$ cat src/hdl/rangefinder_i2c_sequencer_unit_assert.svh
// assertion macros for the rangefinder sequencer
`ifndef RANGEFINDER_I2C_SEQUENCER_UNIT_ASSERT_SVH
`define RANGEFINDER_I2C_SEQUENCER_UNIT_ASSERT_SVH

// same-cycle implication, checked outside reset
`define RFSEQ_ASSERT_NOW(label, ante, cons) \
    label: assert property (@(posedge i_clk) disable iff (!i_rst_n) (ante) |-> (cons)) \
        else $error("rfseq same-cycle check failed");

// next-cycle implication, checked outside reset
`define RFSEQ_ASSERT_NEXT(label, ante, cons) \
    label: assert property (@(posedge i_clk) disable iff (!i_rst_n) (ante) |=> (cons)) \
        else $error("rfseq next-cycle check failed");

`endif

$ cat src/hdl/rfseq_pkg.sv
package rfseq_pkg;

    localparam int unsigned CfgIdxW = 4;
    localparam int unsigned CfgDataW = 16;

    // register indexes
    localparam logic [CfgIdxW-1:0] REG_INIT_PAIR_A     = 4'd0;
    localparam logic [CfgIdxW-1:0] REG_INIT_PAIR_B     = 4'd1;
    localparam logic [CfgIdxW-1:0] REG_INIT_PAIR_C     = 4'd2;
    localparam logic [CfgIdxW-1:0] REG_ACQUIRE_PAIR    = 4'd3;
    localparam logic [CfgIdxW-1:0] REG_READ_ADDRESSES  = 4'd4;
    localparam logic [CfgIdxW-1:0] REG_ERROR_MASK      = 4'd5;
    localparam logic [CfgIdxW-1:0] REG_HEALTH_OK_VALUE = 4'd6;
    localparam logic [CfgIdxW-1:0] REG_BUSY_MASK       = 4'd7;

    localparam logic [7:0] BUSY_MASK_RESET = 8'h01;
    localparam logic [7:0] STATUS_READ_LEN = 8'd1;
    localparam logic [7:0] DIST_READ_LEN   = 8'd2;
    localparam logic [1:0] LAST_SETUP_IDX  = 2'd2;

    typedef enum logic [1:0] {
        BS_BUSY = 2'd0,
        BS_OK   = 2'd1,
        BS_TXN  = 2'd2,
        BS_RXN  = 2'd3
    } t_bus_status;

    typedef enum logic [1:0] {
        CMD_NONE  = 2'd0,
        CMD_SETUP = 2'd1,
        CMD_WRITE = 2'd2,
        CMD_READ  = 2'd3
    } t_command;

    typedef enum logic [3:0] {
        SP_PENDING = 4'b0001,
        SP_WRITE   = 4'b0010,
        SP_POLL    = 4'b0100,
        SP_DONE    = 4'b1000
    } t_setup_phase;

    typedef enum logic [6:0] {
        MP_IDLE      = 7'b0000001,
        MP_ACQ       = 7'b0000010,
        MP_ACQ_POLL  = 7'b0000100,
        MP_STAT      = 7'b0001000,
        MP_STAT_POLL = 7'b0010000,
        MP_DIST      = 7'b0100000,
        MP_DIST_POLL = 7'b1000000
    } t_measure_phase;

    typedef struct packed {
        logic          action;
        logic [1:0]    bus_status;
        logic [7:0]    read_byte_high;
        logic [7:0]    read_byte_low;
    } t_in_word;

    typedef struct packed {
        logic [1:0]    command;
        logic [7:0]    reg_address;
        logic [7:0]    reg_data;
        logic          distance_valid;
        logic [15:0]   distance_cm;
        logic          fault;
    } t_out_word;

    typedef struct packed {
        t_setup_phase   setup;
        logic [1:0]     setup_index;
        t_measure_phase measure;
        logic           fault;
    } t_seq_state;

    typedef struct packed {
        logic [15:0] init_pair_a;
        logic [15:0] init_pair_b;
        logic [15:0] init_pair_c;
        logic [15:0] acquire_pair;
        logic [15:0] read_addresses;
        logic [7:0]  error_mask;
        logic [7:0]  health_ok_value;
        logic [7:0]  busy_mask;
    } t_cfg;

endpackage

$ cat src/hdl/rfseq_step.sv
module rfseq_step
    import rfseq_pkg::*;
(
    input  t_seq_state i_state,
    input  t_cfg       i_cfg,
    input  t_in_word   i_in,
    output t_seq_state o_state,
    output t_out_word  o_out
);

    logic [15:0] pair;
    logic [1:0]  index_inc;
    logic        healthy;
    logic        still_busy;

    always_comb begin
        unique case (i_state.setup_index)
            2'd0:    pair = i_cfg.init_pair_a;
            2'd1:    pair = i_cfg.init_pair_b;
            default: pair = i_cfg.init_pair_c;
        endcase
    end

    assign index_inc  = i_state.setup_index + 2'd1;
    assign healthy    = (i_in.read_byte_high & i_cfg.error_mask) == i_cfg.health_ok_value;
    assign still_busy = |(i_in.read_byte_high & i_cfg.busy_mask);

    always_comb begin
        o_state = i_state;
        o_out   = '0;
        o_out.command = CMD_NONE;

        if (i_in.action) begin
            // measure request only starts from idle after set-up
            if (i_state.setup == SP_DONE && i_state.measure == MP_IDLE) begin
                o_state.measure = MP_ACQ;
            end
        end else if (i_state.setup != SP_DONE) begin
            unique case (i_state.setup)
                SP_PENDING: begin
                    o_out.command = CMD_SETUP;
                    o_state.setup = SP_WRITE;
                end
                SP_WRITE: begin
                    o_out.command     = CMD_WRITE;
                    o_out.reg_address = pair[15:8];
                    o_out.reg_data    = pair[7:0];
                    o_state.setup     = SP_POLL;
                end
                default: begin
                    unique case (t_bus_status'(i_in.bus_status))
                        BS_OK: begin
                            o_state.setup_index = index_inc;
                            o_state.setup = (i_state.setup_index >= LAST_SETUP_IDX) ?
                                            SP_DONE : SP_WRITE;
                        end
                        BS_TXN:  o_state.setup = SP_WRITE;
                        BS_RXN: begin
                            o_state.fault = 1'b1;
                            o_state.setup = SP_WRITE;
                        end
                        default: ;
                    endcase
                end
            endcase
        end else begin
            unique case (i_state.measure)
                MP_IDLE: ;
                MP_ACQ: begin
                    o_out.command     = CMD_WRITE;
                    o_out.reg_address = i_cfg.acquire_pair[15:8];
                    o_out.reg_data    = i_cfg.acquire_pair[7:0];
                    o_state.measure   = MP_ACQ_POLL;
                end
                MP_ACQ_POLL: begin
                    unique case (t_bus_status'(i_in.bus_status))
                        BS_OK:   o_state.measure = MP_STAT;
                        BS_TXN:  o_state.measure = MP_IDLE;
                        BS_RXN: begin
                            o_state.fault   = 1'b1;
                            o_state.measure = MP_IDLE;
                        end
                        default: ;
                    endcase
                end
                MP_STAT: begin
                    o_out.command     = CMD_READ;
                    o_out.reg_address = i_cfg.read_addresses[15:8];
                    o_out.reg_data    = STATUS_READ_LEN;
                    o_state.measure   = MP_STAT_POLL;
                end
                MP_STAT_POLL: begin
                    if (i_in.bus_status == BS_OK) begin
                        if (healthy) begin
                            o_state.measure = still_busy ? MP_STAT : MP_DIST;
                        end else begin
                            o_state.measure = MP_IDLE;
                        end
                    end else if (i_in.bus_status != BS_BUSY) begin
                        o_state.measure = MP_IDLE;
                    end
                end
                MP_DIST: begin
                    o_out.command     = CMD_READ;
                    o_out.reg_address = i_cfg.read_addresses[7:0];
                    o_out.reg_data    = DIST_READ_LEN;
                    o_state.measure   = MP_DIST_POLL;
                end
                MP_DIST_POLL: begin
                    if (i_in.bus_status == BS_OK) begin
                        o_out.distance_valid = 1'b1;
                        o_out.distance_cm    = {i_in.read_byte_high, i_in.read_byte_low};
                        o_state.measure      = MP_IDLE;
                    end else if (i_in.bus_status != BS_BUSY) begin
                        o_state.measure = MP_IDLE;
                    end
                end
                default: o_state.measure = MP_IDLE;
            endcase
        end

        o_out.fault = o_state.fault;
    end

endmodule

$ cat src/hdl/rangefinder_i2c_sequencer_unit.sv
// Rangefinder bus sequencer. Each input word is one scheduler event (fast tick or
// measure request) together with the status and bytes of the last bus transaction;
// each accepted word yields exactly one output word carrying the next bus request,
// an optional big-endian distance in centimetres and the sticky fault flag. After
// reset the ticks ask for bus setup, then write the three set-up pairs with retry on
// a transmit nack; a receive nack during set-up latches the fault. Once set-up is
// done, a measure request taken while idle runs the acquire write, status polling,
// distance read and distance output, one step per tick. The block takes one word
// every clock cycle unless stalled: the step logic sits between the input port and a
// single output register, so a result follows in the next cycle and input ready is
// high whenever that register is empty or being read in the same cycle. Configuration
// registers are written through a plain write port and should only change while the
// block has no word in flight; indexes beyond the register list are ignored.
`include "rangefinder_i2c_sequencer_unit_assert.svh"

module rangefinder_i2c_sequencer_unit
    import rfseq_pkg::*;
(
    input  logic                i_clk,
    input  logic                i_rst_n,
    // event words
    input  logic                i_in_valid,
    output logic                o_in_ready,
    input  t_in_word            i_in_word,
    // result words
    output logic                o_out_valid,
    input  logic                i_out_ready,
    output t_out_word           o_out_word,
    // configuration writes
    input  logic                i_cfg_we,
    input  logic [CfgIdxW-1:0]  i_cfg_index,
    input  logic [CfgDataW-1:0] i_cfg_data
);

    t_cfg       r_cfg;
    t_seq_state r_state;
    t_seq_state n_state;
    t_out_word  r_out;
    t_out_word  n_out;
    logic       r_out_valid;
    logic       in_fire;

    // output register empties the same cycle it is read
    assign o_in_ready  = !r_out_valid || i_out_ready;
    assign in_fire     = i_in_valid && o_in_ready;
    assign o_out_valid = r_out_valid;
    assign o_out_word  = r_out;

    // configuration register file
    always_ff @(posedge i_clk) begin
        if (!i_rst_n) begin
            r_cfg <= '{busy_mask: BUSY_MASK_RESET, default: '0};
        end else if (i_cfg_we) begin
            unique case (i_cfg_index)
                REG_INIT_PAIR_A:     r_cfg.init_pair_a     <= i_cfg_data;
                REG_INIT_PAIR_B:     r_cfg.init_pair_b     <= i_cfg_data;
                REG_INIT_PAIR_C:     r_cfg.init_pair_c     <= i_cfg_data;
                REG_ACQUIRE_PAIR:    r_cfg.acquire_pair    <= i_cfg_data;
                REG_READ_ADDRESSES:  r_cfg.read_addresses  <= i_cfg_data;
                REG_ERROR_MASK:      r_cfg.error_mask      <= i_cfg_data[7:0];
                REG_HEALTH_OK_VALUE: r_cfg.health_ok_value <= i_cfg_data[7:0];
                REG_BUSY_MASK:       r_cfg.busy_mask       <= i_cfg_data[7:0];
                default: ;
            endcase
        end
    end

    // one event step: next sequencer state and the result word
    rfseq_step u_step (
        .i_state (r_state),
        .i_cfg   (r_cfg),
        .i_in    (i_in_word),
        .o_state (n_state),
        .o_out   (n_out)
    );

    // sequencer state advances only on an accepted word
    always_ff @(posedge i_clk) begin
        if (!i_rst_n) begin
            r_state.setup       <= SP_PENDING;
            r_state.setup_index <= 2'd0;
            r_state.measure     <= MP_IDLE;
            r_state.fault       <= 1'b0;
        end else if (in_fire) begin
            r_state <= n_state;
        end
    end

    // result register handshake
    always_ff @(posedge i_clk) begin
        if (!i_rst_n) begin
            r_out_valid <= 1'b0;
        end else if (in_fire) begin
            r_out_valid <= 1'b1;
        end else if (i_out_ready) begin
            r_out_valid <= 1'b0;
        end
    end

    // payload, no reset needed
    always_ff @(posedge i_clk) begin
        if (in_fire) begin
            r_out <= n_out;
        end
    end

    // a measurement only runs once set-up is finished
    `RFSEQ_ASSERT_NOW(a_measure_after_setup, r_state.measure != MP_IDLE, r_state.setup == SP_DONE)
    // fault flag is sticky until reset
    `RFSEQ_ASSERT_NEXT(a_fault_sticky, r_state.fault, r_state.fault)
    // a distance word never carries a bus request
    `RFSEQ_ASSERT_NOW(a_dist_no_cmd, r_out_valid && r_out.distance_valid, r_out.command == CMD_NONE)
    // the fault shown in a result matches the latched flag it was taken from
    `RFSEQ_ASSERT_NEXT(a_fault_tracks, in_fire, r_out.fault == r_state.fault)

endmodule
$ cat config.mk
export PLATFORM = sky130hd
export DESIGN_NAME = rangefinder_i2c_sequencer_unit
export DESIGN_NICKNAME = d
export VERILOG_FILES = /design/src/hdl/rfseq_pkg.sv /design/src/hdl/rfseq_step.sv /design/src/hdl/rangefinder_i2c_sequencer_unit.sv
export VERILOG_INCLUDE_DIRS = /design/src /design/src/hdl
export SDC_FILE = /design/constraint.sdc
export NUM_CORES = 1
export LEC_CHECK = 0
export BUFFER_PORTS_ARGS = -buffer_cell sky130_fd_sc_hd__buf_2
export CAP_MARGIN = 20
export CORE_MARGIN = 1.5
export CORE_UTILIZATION = 45
export DETAILED_ROUTE_END_ITERATION = 10
export SLEW_MARGIN = 15
export SYNTH_ARGS = -nofsm -noshare
export SYNTH_HDL_FRONTEND = slang
export SYNTH_SLANG_ARGS = --single-unit
$ cat constraint.sdc
create_clock -name i_clk -period 2.9 [get_ports i_clk]
set_input_delay 0.435 -clock i_clk [delete_from_list [all_inputs] [get_ports i_clk]]
set_output_delay 0.435 -clock i_clk [all_outputs]
set_load 0.01 [all_outputs]
== After elaboration in Yosys (flattened, before gate mapping) ==
Cells that the tools add are included.
Word-level totals
  input port bits: 44
  flip-flop bits (word level): 155
  logic and storage cells: 105
  output and inout bits: 38
Cells by class
  $lt $le $gt $ge: 1
  reduce and logical (&&, ||, !) cells: 25
  multiplexer cells: 26
  bitwise operators: 6
  equality and inequality tests: 27
  add/subtract/negate cells: 1
Operators by type and width (count)
  18-bit one-hot mux with 3 select lines: 1
  7-bit 2-to-1 mux: 7
  7-bit one-hot mux with 7 select lines: 1
  16-bit one-hot mux with 2 select lines: 1
  18-bit 2-to-1 mux: 1
  17-bit 2-to-1 mux: 1
  8-bit AND: 2
  4-bit by 3-bit == test with 1-bit output (second input constant): 4
  16-bit 2-to-1 mux: 1
  4-bit one-hot mux with 2 select lines: 2
  2-bit AND reduction: 8
  7-bit one-hot mux with 2 select lines: 1
  4-bit by 2-bit == test with 1-bit output (second input constant): 3
  5-bit AND reduction: 2
  4-bit by 1-bit == test with 1-bit output (second input constant): 2
  8-bit == test: 1
  8-bit OR reduction: 1
  7-bit by 1-bit == test with 1-bit output (second input constant): 1
  7-bit by 2-bit == test with 1-bit output (second input constant): 1
  7-bit by 3-bit == test with 1-bit output (second input constant): 1
  7-bit by 4-bit == test with 1-bit output (second input constant): 1
  7-bit by 5-bit == test with 1-bit output (second input constant): 1
  7-bit by 6-bit == test with 1-bit output (second input constant): 1
  7-bit == test (second input constant): 1
  other kinds (25): 40

== Logic depth before layout (Yosys ltp) ==
Gate-level depths: netlist of the first run.
  depth in word-level cells: 8
  gate-level depth with buffers: 9
  depth with buffers taken out: 7

== Cells and area by module ==
A second synthesis of the first run with hierarchy kept.
Unflattened totals
  cell total of the unflattened synthesis: 716
  area total of the unflattened synthesis: 7156.9 µm²
Modules (own cells, without submodules)
  rangefinder_i2c_sequencer_unit: area each 5507.8 µm², instances 1, cells an instance 469, sequential area each 3463.3 µm²
  rfseq_step: area each 1649.1 µm², instances 1, cells an instance 247, sequential area each 0.0 µm²

== Worst setup path before layout of the first run ==
OpenSTA, ideal clock, no wires.
  path type: input port to flip-flop
  from: in i_out_ready
  to: reg r_state[9] (netlist bit)
  cell stages on the path: 5
  required time: 2.784 ns
  path buffers: 0
  arrival: 2.259 ns
  setup time: 0.116 ns
  setup slack: 0.525 ns
  cells stage by stage: nand2b_1 > and2_1 > and4_1 > mux2i_1 > nor2b_1
Between the ends
  word-level cells in the longest chain between the ends: 3
RTL lines
  start: declaration: line rangefinder_i2c_sequencer_unit.sv:27  | input logic i_out_ready,
  1-bit logical OR: line rangefinder_i2c_sequencer_unit.sv:44  | assign o_in_ready = !r_out_valid || i_out_ready;
  1-bit logical AND: line rangefinder_i2c_sequencer_unit.sv:45  | assign in_fire = i_in_valid && o_in_ready;
  net in_fire: line rangefinder_i2c_sequencer_unit.sv:41  | logic in_fire;
  5-bit AND reduction (no line)
  end signal: assignment: line rangefinder_i2c_sequencer_unit.sv:85  | r_state <= n_state;
  end: declaration: line rangefinder_i2c_sequencer_unit.sv:36  | t_seq_state r_state;
The timed path passes the listed nets, and every way through them passes these cells.
A chain may end at the register's enable or synchronous reset.

== Worst setup path after layout of the first run ==
  from: reg r_state[8] (netlist bit)
  to: reg r_out (netlist bit o_out_word[31]), data pin
Between the ends
  word-level cells in the longest chain between the ends: 4
  elaborated cells between the ends (all ways): 5
  classes of those cells: eq/ne: 1; mux: 3; reduce/logical: 1
RTL lines
  2-bit by 1-bit == test with 1-bit output or 2-bit zero test (tied branches): line rfseq_step.sv:17  | unique case (i_state.setup_index)
  16-bit one-hot mux with 2 select lines *: line rfseq_step.sv:17
  16-bit 2-to-1 mux *: line rfseq_step.sv:39  | unique case (i_state.setup)
  18-bit 2-to-1 mux *: line rfseq_step.sv:38  | end else if (i_state.setup != SP_DONE) begin
  end signal: assignment: line rangefinder_i2c_sequencer_unit.sv:103  | r_out <= n_out;
  end: declaration: line rangefinder_i2c_sequencer_unit.sv:38  | t_out_word r_out;
Mark *: on every way between the ends. The rest lies on a longest branch, timed or not.

==> results of run 1 <==
-- metrics by stage --
step / power [mW] / utilization, % / setup slack (ps) / instance area [sq um] / hold WS (ps)
2_1_floorplan: 2.489 / - / 525.1 / 7034 / 435.4
3_3_place_gp: 2.608 / 49.63 / 754.5 / 7572 / 442.1
3_5_place_dp: 2.614 / 49.63 / 655.4 / 7572 / 448.5
4_1_cts: 4.909 / 53.71 / 645.1 / 8195 / 274.2
5_1_grt: 5.020 / 53.71 / 480.8 / 8195 / 279.7
6_report: 4.873 / 53.71 / 649.6 / 8195 / 287.8
-- cell families (layout without fill, tap and decap cells) --
kind of cell    Yosys count  after routing
simple gates            292            292
compound gates          157            157
fa+ha+maj                 3              3
buf+inv                  62            132
xor+xnor                  9              9
mux                      58             58
flops                   155            155
-- metal layers --
| metal | global-route usage, % | part of all wire [%] | vias to the layer above | routed length (microns) |
|---|---|---|---|---|
| met4 | 6.477 | 1.0 | 0 | 184 |
| met2 | 36.15 | 46 | 135 | 8172 |
| met1 | 30.29 | 48 | 2603 | 8530 |
| met5 | 0 | 0 | - | 0 |
| li1 | - | - | 2667 | - |
| met3 | 4.758 | 4.6 | 18 | 817 |
-- sequential cells by signal (all words and copies together), names as in the netlist --
name         flops
o_out_word      36
o_out_valid      1
r_state         14
r_cfg          104
-- report_power, final --
group          leakage, nW  switching, mW  total [mW]  internal (mW)
Clock                0.317          0.915        2.31           1.39
Combinational         1.45          0.176       0.285          0.109
Sequential            1.32         0.0250        2.28           2.26
-- synth_stat cells, types with 3 or more instances --
cell type	n
or3_1	3
ha_1	3
nor2b_1	61
nor3b_1	3
and3_1	4
clkbuf_1	43
a22oi_1	23
buf_2	10
dfxtp_1	119
nor3_1	4
a21boi_0	51
nand3_1	10
and2_1	21
o21ba_2	4
xor2_1	8
nand4_1	3
a21oi_1	33
edfxtp_1	36
a22o_1	6
o21ai_0	11
nand3b_1	5
nand2b_1	4
inv_1	4
a21boi_1	6
mux2i_1	58
a221oi_1	4
nor2_1	25
nand2_1	131
-- worst max-delay path by stage --
stage,start,endpoint,slack [ps]
6_report,r_state[8],o_out_word[31],650
5_1_grt,r_state[6],o_out_word[20],480
4_1_cts,r_state[8],o_out_word[31],650
3_5_place_dp,r_state[8],o_out_word[31],660
3_3_place_gp,r_state[5],o_out_word[31],750
2_1_floorplan,i_out_ready,r_state[9],530
-- area by class of cell --
class / count / area share, %
clock inverters: 11 / 1.191
clock buffers: 21 / 6.412
inverters: 4 / 0.1832
repair buffers: 96 / 6.321
well taps: 211 / 3.221
flip-flops and latches: 155 / 42.26
multi-input cells: 519 / 40.41
-- worst max-delay path, cell delays in order, from the launching register on --
cell	delay, ps
dfxtp_1	320
inv_1	120
ha_1	580
nor2_1	240
buf_4	230
nand2_1	70
a21oi_1	80
a221oi_1	280
nor2_1	70
==> qor.yml, run 1 <==
clock_network:
  numCtsBuffers: 17
  clk_path_buf_depth: 2
  clock_sinks: 155
  cts_hold_buf: 0
  post_cts_buffers: 0
  cts.htree.levels: 4
  cts_tree: "done"
  clockRootBuffer: "clkbuf_16"
  cts.clk_slew.worst_paths_ps: 60
  clock_latency_ps: 420
  ctsResizeCount: 0
critical_path:
  r2r-end: "o_out_word[31]"
  cp_max_fo: 17
  r2r_slack_ps: 650
  crit_arrival_ps: 2410
  criticalPathCategory: "register to register"
  end_kind: "register"
  r2r-start: "r_state[8]"
  crit_required_ps: 3060
  cp-start-kind: "register"
  ff2ff_path_depth: 8
grt:
  grt_pass1_wl_microns: 27830
  grt_max_degree: 42
  antenna_found_initial: 0
  grt_usage_pct: 22.37
  grt_pass1_vias: 5220
  grt_overflow_total: 0
synthesis:
  synth_largest_area_cell: "dfxtp_1"
  synth-compound-area-share_pct: 15.83
  synth_seq_cells: 155
  synthCells: 736
  synth_warnings: 0
  ys_seq_area_share_pct: 49.24
  synthTopCellsByArea: "dfxtp_1, edfxtp_1, mux2i_1"
  syn-num-nets: 783
  yosysTopAreaCellShare_pct: 33.87
  synth_edf_count: 36
  synth_top_family_by_area: "simple AND/OR/NAND/NOR gates"
  synthAdderAreaFrac_pct: 0.5336
  synth_xor_area_share_pct: 1.121
  synthFlopType: "dfxtp_1"
  synth_mux_area_share_pct: 8.253
  async_flop_share_pct: 0
  synthSimpleGateAreaFrac_pct: 21.33
  syn-mean-instance-area_sq_um: 9.557
  yosys.cell_types.count: 63
  syn_area_sq_mm: 0.007034
finish:
  area_delta_synth_final_pct: 16.51
  final_cell_mix: "nand2_1, dfxtp_1, buf_2"
  diodes: 0
  regArea_sq_mm: 0.003463
  instances_no_fill: 1017
  layout_commonest_cell: "nand2_1"
  multi_input_area_sq_mm: 0.003312
  num-fill-cells: 1410
  final_nets: 840
  drive_above_1_share_pct: 17.62
place:
  placed_cells: 985
  hpwl_microns: 12320
  portBuffers: 81
  place_congestion: 0.8791
job:
  drv_cap: 0
route:
  vias: 5423
  wire_per_inst_microns: 17.41
  drt_iter0_drc: 349
  ant_nets: 0
  vias_per_cell: 5.332
  drcViolationCount: 0
  wl_microns: 17700
  drt-pass1-iter-count: 7
timing:
  final_min_period_over_clock_period_pct: 77.60
  fmaxAchievable_ghz: 0.4444
  setup_viol_count_final: 0
  hold_viol_final: 0
  tns_ps: 0
  drv_slew: 0
  fin_skew_ps: 11.52
  relSlewSlack_pct: 54.24
  worst_pin_slew_ps: 686.3
  rsz0062_at_grt: "false"
  period_minus_slack_ps: 2250
power_and_ir_drop:
  ir_drop_uv: 537.8
  pwr_density_cell_mw_per_mm2: 594.6
  p_leak_nw: 3.087
die:
  initial_utilization_pct: 46.10
  dieArea_sq_mm: 0.01639
  num_rows: 45
  die_x_microns: 128.0
  die_h_microns: 128.0
  io_pins: 82
  core_area_sq_mm: 0.01526
hold_path:
  hp-class: "input port to register"
  min-delay-start: "i_in_word[6]"
  min_to: "o_out_word[7]"
  whs_path_depth: 2
outcome:
  status: "finished, final reports clean"
Note: power is estimated with default switching activity, not from simulation.
==> inputs of run 2 (changes only) <==
--- a/config.mk
+++ b/config.mk
@@ -6,6 +6,7 @@
 export SDC_FILE = /design/constraint.sdc
 export NUM_CORES = 1
 export LEC_CHECK = 0
+export ABC_AREA = 1
 export BUFFER_PORTS_ARGS = -buffer_cell sky130_fd_sc_hd__buf_2
 export CAP_MARGIN = 20
 export CORE_MARGIN = 1.5
==> constraint.sdc (replaced) <==
create_clock -name i_clk -period 2.2 [get_ports i_clk]
set_input_delay 0.33 -clock i_clk [delete_from_list [all_inputs] [get_ports i_clk]]
set_output_delay 0.33 -clock i_clk [all_outputs]
set_load 0.01 [all_outputs]
==> run 2 against run 1 <==
The flow now finishes with violations (DRC). Cell count grew 15%. Synthesized cell count grew 21%. Clock power grew 32%. Critical path type unchanged. Largest cell class unchanged. Largest power group unchanged.
==> qor.yml, run 2 <==
route:
  drt_iter0_drc: 360  # +3.2%
  drt-pass1-iter-count: 10  # +3
  vias: 5924  # +9.2%
  wire_per_inst_microns: 15.16  # -13%
  drcViolationCount: 4  # +4
  wl_microns: 17760  # +0.29%
  vias_per_cell: 5.059  # -5.1%
  ant_nets: 0  # unchanged
place:
  post-place-ws_ps: 292.5  # -362.9 ps
  place_congestion: 0.8198  # -6.7%
  post_dp_cell_area_sq_mm: 0.007473  # -1.3%
  portBuffers: 81  # unchanged
  hpwl_microns: 12440  # +0.99%
finish:
  largest_reg_flops: 104  # unchanged
  regMostFlops: "r_cfg"
  final_cell_mix: "nor2_1, nand2_1, o21ai_0, dfxtp_1, inv_1"
  utilization_pct: 55.31  # +1.6 points
  num-fill-cells: 1424  # +0.99%
  layout_commonest_cell: "nor2_1"
  area_delta_synth_final_pct: 18.81
  stdcell_area_sq_mm: 0.008099  # -1.2%
  drive_above_1_share_pct: 17.22  # -0.39 points
  diodes: 0  # unchanged
  final_nets: 1021  # +22%
critical_path:
  crit_required_ps: 2380  # -680 ps
  crit_family: "adder cells"
  end_kind: "register"
  worst-path-buf-inv: 2  # unchanged
  worstPathCellList: "inv_1 > ha_1 > nor2_1 > buf_4 > a21oi_1 > o21ai_0 > a21o_1"
  crit_arrival_ps: 2090  # -320 ps
  criticalPathCategory: "register to register"
  cp-start-kind: "register"
  cp_max_fo: 16  # -1
  crit_slowest_cell: "ha_1"
  slowest_delay_ps: 490  # -90 ps
timing:
  worst_pin_slew_ps: 669.3  # -17.09 ps
  fmaxAchievable_ghz: 0.5234  # +18%
  final_min_period_over_clock_period_pct: 86.84  # +9.2 points
  relSlewSlack_pct: 55.33  # +1.1 points
  setup_viol_count_final: 0  # unchanged
  rsz0062_at_grt: "false"
  drv_slew: 0  # unchanged
  hold_viol_final: 0  # unchanged
  tns_ps: 0  # unchanged
  fin_ws_ps: 289.5  # -360.2 ps
  period_minus_slack_ps: 1911  # -339.8 ps
  fin_skew_ps: 5.266  # -6.250 ps
synthesis:
  syn-mean-instance-area_sq_um: 7.676  # -20%
  yosys.cell_types.count: 32  # -49%
  synth_largest_area_cell: "dfxtp_1"
  syn-num-nets: 935  # +19%
  synth_edf_count: 36  # unchanged
  synth_seq_cells: 155  # unchanged
  synth_common_cells: "nor2_1, nand2_1, dfxtp_1, o21ai_0, inv_1"
  yosysMostFrequentCell: "nor2_1"
  synthCells: 888  # +21%
  syn_area_sq_mm: 0.006817  # -3.1%
  yosysTopAreaCellShare_pct: 34.95  # +1.1 points
  async_flop_share_pct: 0  # unchanged
  synthTopCellsByArea: "dfxtp_1, edfxtp_1, nor2_1"
  synth_warnings: 0  # unchanged
  ys_seq_area_share_pct: 50.81  # +1.6 points
  synthFlopType: "dfxtp_1"
hold_path:
  hp-class: "input port to register"
clock_network:
  clk_path_buf_depth: 2  # unchanged
  clock_latency_ps: 420  # about the same
  post_cts_buffers: 0  # unchanged
  ctsResizeCount: 0  # unchanged
  cts_tree: "done"
  cts.clk_slew.worst_paths_ps: 60  # about the same
  cts.htree.levels: 4  # unchanged
  clock_sinks: 155  # unchanged
  cts_hold_buf: 0  # unchanged
  clockRootBuffer: "clkbuf_16"
  numCtsBuffers: 17  # unchanged
die:
  core_area_sq_mm: 0.01464  # -4.0%
  io_pins: 82  # unchanged
  die_x_microns: 126.1  # -1.5%
  dieArea_sq_mm: 0.01589  # -3.0%
  die_h_microns: 126.1  # -1.5%
  num_rows: 44  # -2.2%
  initial_utilization_pct: 46.55  # +0.45 points
grt:
  grt_pass1_wl_microns: 28300  # +1.7%
  grt_overflow_total: 0  # unchanged
  grt_pass1_vias: 5337  # +2.2%
  antenna_found_initial: 0  # unchanged
  grt_max_degree: 43  # +2.4%
  grt_usage_pct: 22.88  # +0.51 points
power_and_ir_drop:
  pwr_density_cell_mw_per_mm2: 800.7  # +35%
  finalPower_mw: 6.485  # +33%
  p_leak_nw: 3.451  # +12%
  ir_drop_uv: 548.6  # +2.0%
outcome:
  status: "finished, violations left"
  violations: "DRC"
job:
  drv_cap: 0  # unchanged
## run 2: layout make-up
cell class	instances	area [sq um]	share of cell area, %
clock inverters	3	41.29	0.5098
well taps	184	230.2	2.843
multi-input cells	602	2830	34.95
flip-flops and latches	155	3463	42.76
inverters	99	371.6	4.588
repair buffers	99	578.1	7.137
clock buffers	29	584.3	7.215
## run 2: per-layer routing
metal  wire length (microns)  track usage [%]  vias up
met4                     228            7.099        0
met3                     713            3.993       21
met1                    8385            31.04     2726
met5                       0                0        -
met2                    8428            37.43      137
li1                        -                -     3040
## run 2: through the flow
stage          hold slack [ps]  cells
2_1_floorplan            424.5    888
3_3_place_gp             439.4   1139
3_5_place_dp             441.6   1139
4_1_cts                  191.8   1171
5_1_grt                  204.1   1171
6_report                 203.6   1171
## run 2: worst reg2reg max path, stage by stage (launching register included)
cell and delay (ps):
dfxtp_1 330, inv_1 100, ha_1 490, nor2_1 100
buf_4 220, a21oi_1 170, o21ai_0 90, a21o_1 170
## run 2: path summary, 6_finish.rpt
path | from | endpoint | slack (ps) | cells after the start
setup reg to reg | r_state[9] | o_out_word[29] | 290 | 7
setup / recovery | r_state[9] | o_out_word[29] | 290 | 7
hold reg to reg | r_cfg[95] | r_cfg[95] | 450 | 2
hold / removal | i_out_ready | o_out_valid | 200 | 4
## run 2: power by group
part | switching (mW) | internal (mW) | total [mW]
registers | 0.0341 | 2.99 | 3.02
logic | 0.278 | 0.129 | 0.407
clock network | 1.14 | 1.91 | 3.05
total | 1.45 | 5.03 | 6.48
## run 2: logic make-up after synthesis
family / Yosys count / share of synthesized area (%)
adder cells (fa/ha/maj): 3 / 0.5507
buffers and inverters: 131 / 7.672
flip-flops: 155 / 50.81
AO/OA/AOI/OAI: 207 / 15.93
AND/OR/NAND/NOR: 392 / 25.04
==> inputs of run 3 (changes only) <==
==> constraint.sdc (replaced) <==
create_clock -name i_clk -period 1.8 [get_ports i_clk]
set_input_delay 0.27 -clock i_clk [delete_from_list [all_inputs] [get_ports i_clk]]
set_output_delay 0.27 -clock i_clk [all_outputs]
set_load 0.01 [all_outputs]
==> run 3 against run 2 <==
Sequential share of layout area increased by 0.093 points. Clock skew shrank 0.98 ps. Register-to-register slack got worse by 140 ps. Critical path type unchanged. Flip-flop and latch count unchanged. Total power is 20% higher. Cell count increased by 0.34%. The flow still finishes with violations (DRC). Core utilization is 0.12 points lower. Largest power group is now sequential cells. Global-route usage fell by 0.61 points.
==> qor.yml, run 3 (same netlist as run 2, synthesis figures left out) <==
clock_network:
  clk_path_buf_depth: 2  # unchanged
  numCtsBuffers: 17  # unchanged
  clock_sinks: 155  # unchanged
  cts_tree: "done"
  cts.htree.levels: 4  # unchanged
  cts.clk_slew.worst_paths_ps: 60  # about the same
  clock_latency_ps: 430  # about the same
  clockRootBuffer: "clkbuf_16"
finish:
  area_delta_synth_final_pct: 18.56
  stdcell_area_sq_mm: 0.008082  # -0.22%
  regMostFlops: "r_cfg"
  final_nets: 1025  # +0.39%
  diodes: 0  # unchanged
  largest_reg_flops: 104  # unchanged
  final_cell_mix: "nor2_1, nand2_1, o21ai_0, dfxtp_1, inv_1"
  layout_commonest_cell: "nor2_1"
  drive_above_1_share_pct: 17.86  # +0.64 points
power_and_ir_drop:
  pwr_density_cell_mw_per_mm2: 959.5  # +20%
  finalPower_mw: 7.754  # +20%
  p_leak_nw: 3.439  # -0.35%
  ir_drop_uv: 684.9  # +25%
critical_path:
  r2r-end: "o_out_word[29]"
  r2r_slack_ps: 150  # -140 ps
  crit_start: "r_state[9]"
  criticalPathCategory: "register to register"
  crit_arrival_ps: 1830  # -260 ps
  cp_max_fo: 9  # -7
  setup.worst_path.end: "o_out_word[29]"
  crit_required_ps: 1980  # -400 ps
  end_kind: "register"
  cp-start-kind: "register"
  ff2ff_path_depth: 7  # unchanged
  r2r-start: "r_state[9]"
die:
  num_rows: 44  # unchanged
  die_x_microns: 126.1  # unchanged
  dieArea_sq_mm: 0.01589  # unchanged
  io_pins: 82  # unchanged
  initial_utilization_pct: 46.55  # unchanged
  die_h_microns: 126.1  # unchanged
  core_area_sq_mm: 0.01464  # unchanged
grt:
  grt_pass1_vias: 5587  # +4.7%
  grt_usage_pct: 22.27  # -0.61 points
  grt_max_degree: 40  # -7.0%
  grt_pass1_wl_microns: 27930  # -1.3%
  antenna_found_initial: 0  # unchanged
  grt_overflow_total: 0  # unchanged
hold_path:
  hp-class: "input port to register"
route:
  drt-pass1-iter-count: 11  # +1
  drcViolationCount: 6  # +2
  drt_iter0_drc: 421  # +17%
  vias: 5903  # -0.35%
  vias_per_cell: 5.024  # -0.69%
  wl_microns: 17080  # -3.8%
  ant_nets: 0  # unchanged
  wire_per_inst_microns: 14.53  # -4.2%
place:
  portBuffers: 81  # unchanged
  hpwl_microns: 12100  # -2.8%
  place_congestion: 0.8416  # +2.7%
  post_dp_cell_area_sq_mm: 0.007491  # +0.23%
timing:
  rsz0062_at_grt: "false"
  final_min_period_over_clock_period_pct: 91.60  # +4.8 points
  setup_viol_count_final: 0  # unchanged
  hold_viol_final: 0  # unchanged
  period_minus_slack_ps: 1649  # -261.8 ps
  fmaxAchievable_ghz: 0.6065  # +16%
  drv_slew: 0  # unchanged
  fin_skew_ps: 4.289  # -0.9773 ps
  tns_ps: 0  # unchanged
  worst_pin_slew_ps: 609.9  # -59.36 ps
  relSlewSlack_pct: 59.30  # +4.0 points
  hold_slack_ps: 137.1  # -66.45 ps
job:
  drv_cap: 0  # unchanged
outcome:
  status: "finished, violations left"
  violations: "DRC"
[run 3: routing by layer]
metal | part of all wire, % | track usage (%) | vias up
met3 | 3.8 | 3.951 | 21
li1 | - | - | 3055
met5 | 0 | 0 | -
met1 | 49 | 29.05 | 2709
met4 | 1.7 | 9.060 | 0
met2 | 46 | 36.75 | 118
[run 3: per-stage QoR]
stage | instances | setup WS (ps) | utilization [%]
CTS | 1175 | 70.04 | 55.17
detailed placement | 1143 | 87.72 | 51.15
global route | 1175 | 21.16 | 55.19
global placement | 1143 | 144.2 | 51.15
floorplan | 888 | 89.46 | -
finish | 1175 | 151.2 | 55.19
[run 3: area by class of cell]
cell class	count	area, sq um
Sequential cell	155	3463
Fill cell	1444	6563
Timing Repair Buffer	103	595.6
Multi-Input combinational cell	602	2833
Inverter	99	371.6
Clock buffer	20	467.9
Clock inverter	12	120.1
Tap cell	184	230.2
[run 3: worst max-delay path, stage by stage (launching register included)]
cell and delay (ps):
dfxtp_1 320, inv_1 100, ha_2 270, nor2_1 90, buf_4 170, a21oi_1 180, o21ai_0 120, a21o_1 160
[run 3: where the power goes]
group          internal (mW)  switching (mW)  leakage [nW]  total, mW
Clock                   2.14            1.42         0.286       3.56
Combinational          0.159           0.337          1.82      0.497
Sequential              3.65          0.0391          1.33       3.69
Total                   5.96            1.80          3.44       7.75
[run 3: how the worst min path moves through the flow]
stage	depth (start not counted)	start	slack [ps]	endpoint
floorplan	2	i_cfg_data[0]	400	r_cfg[0]
global placement	2	r_cfg[81]	440	r_cfg[81]
detailed placement	2	r_cfg[39]	440	r_cfg[39]
CTS	3	i_in_word[4]	130	o_out_word[5]
global route	3	i_in_word[3]	160	o_out_word[4]
finish	3	i_in_word[4]	140	o_out_word[5]
[run 3: timing repair]
item                       CTS  global route
hold buffers                 0             0
setup endpoints to repair    0             5
resized for setup            0             2
setup buffers                0             0
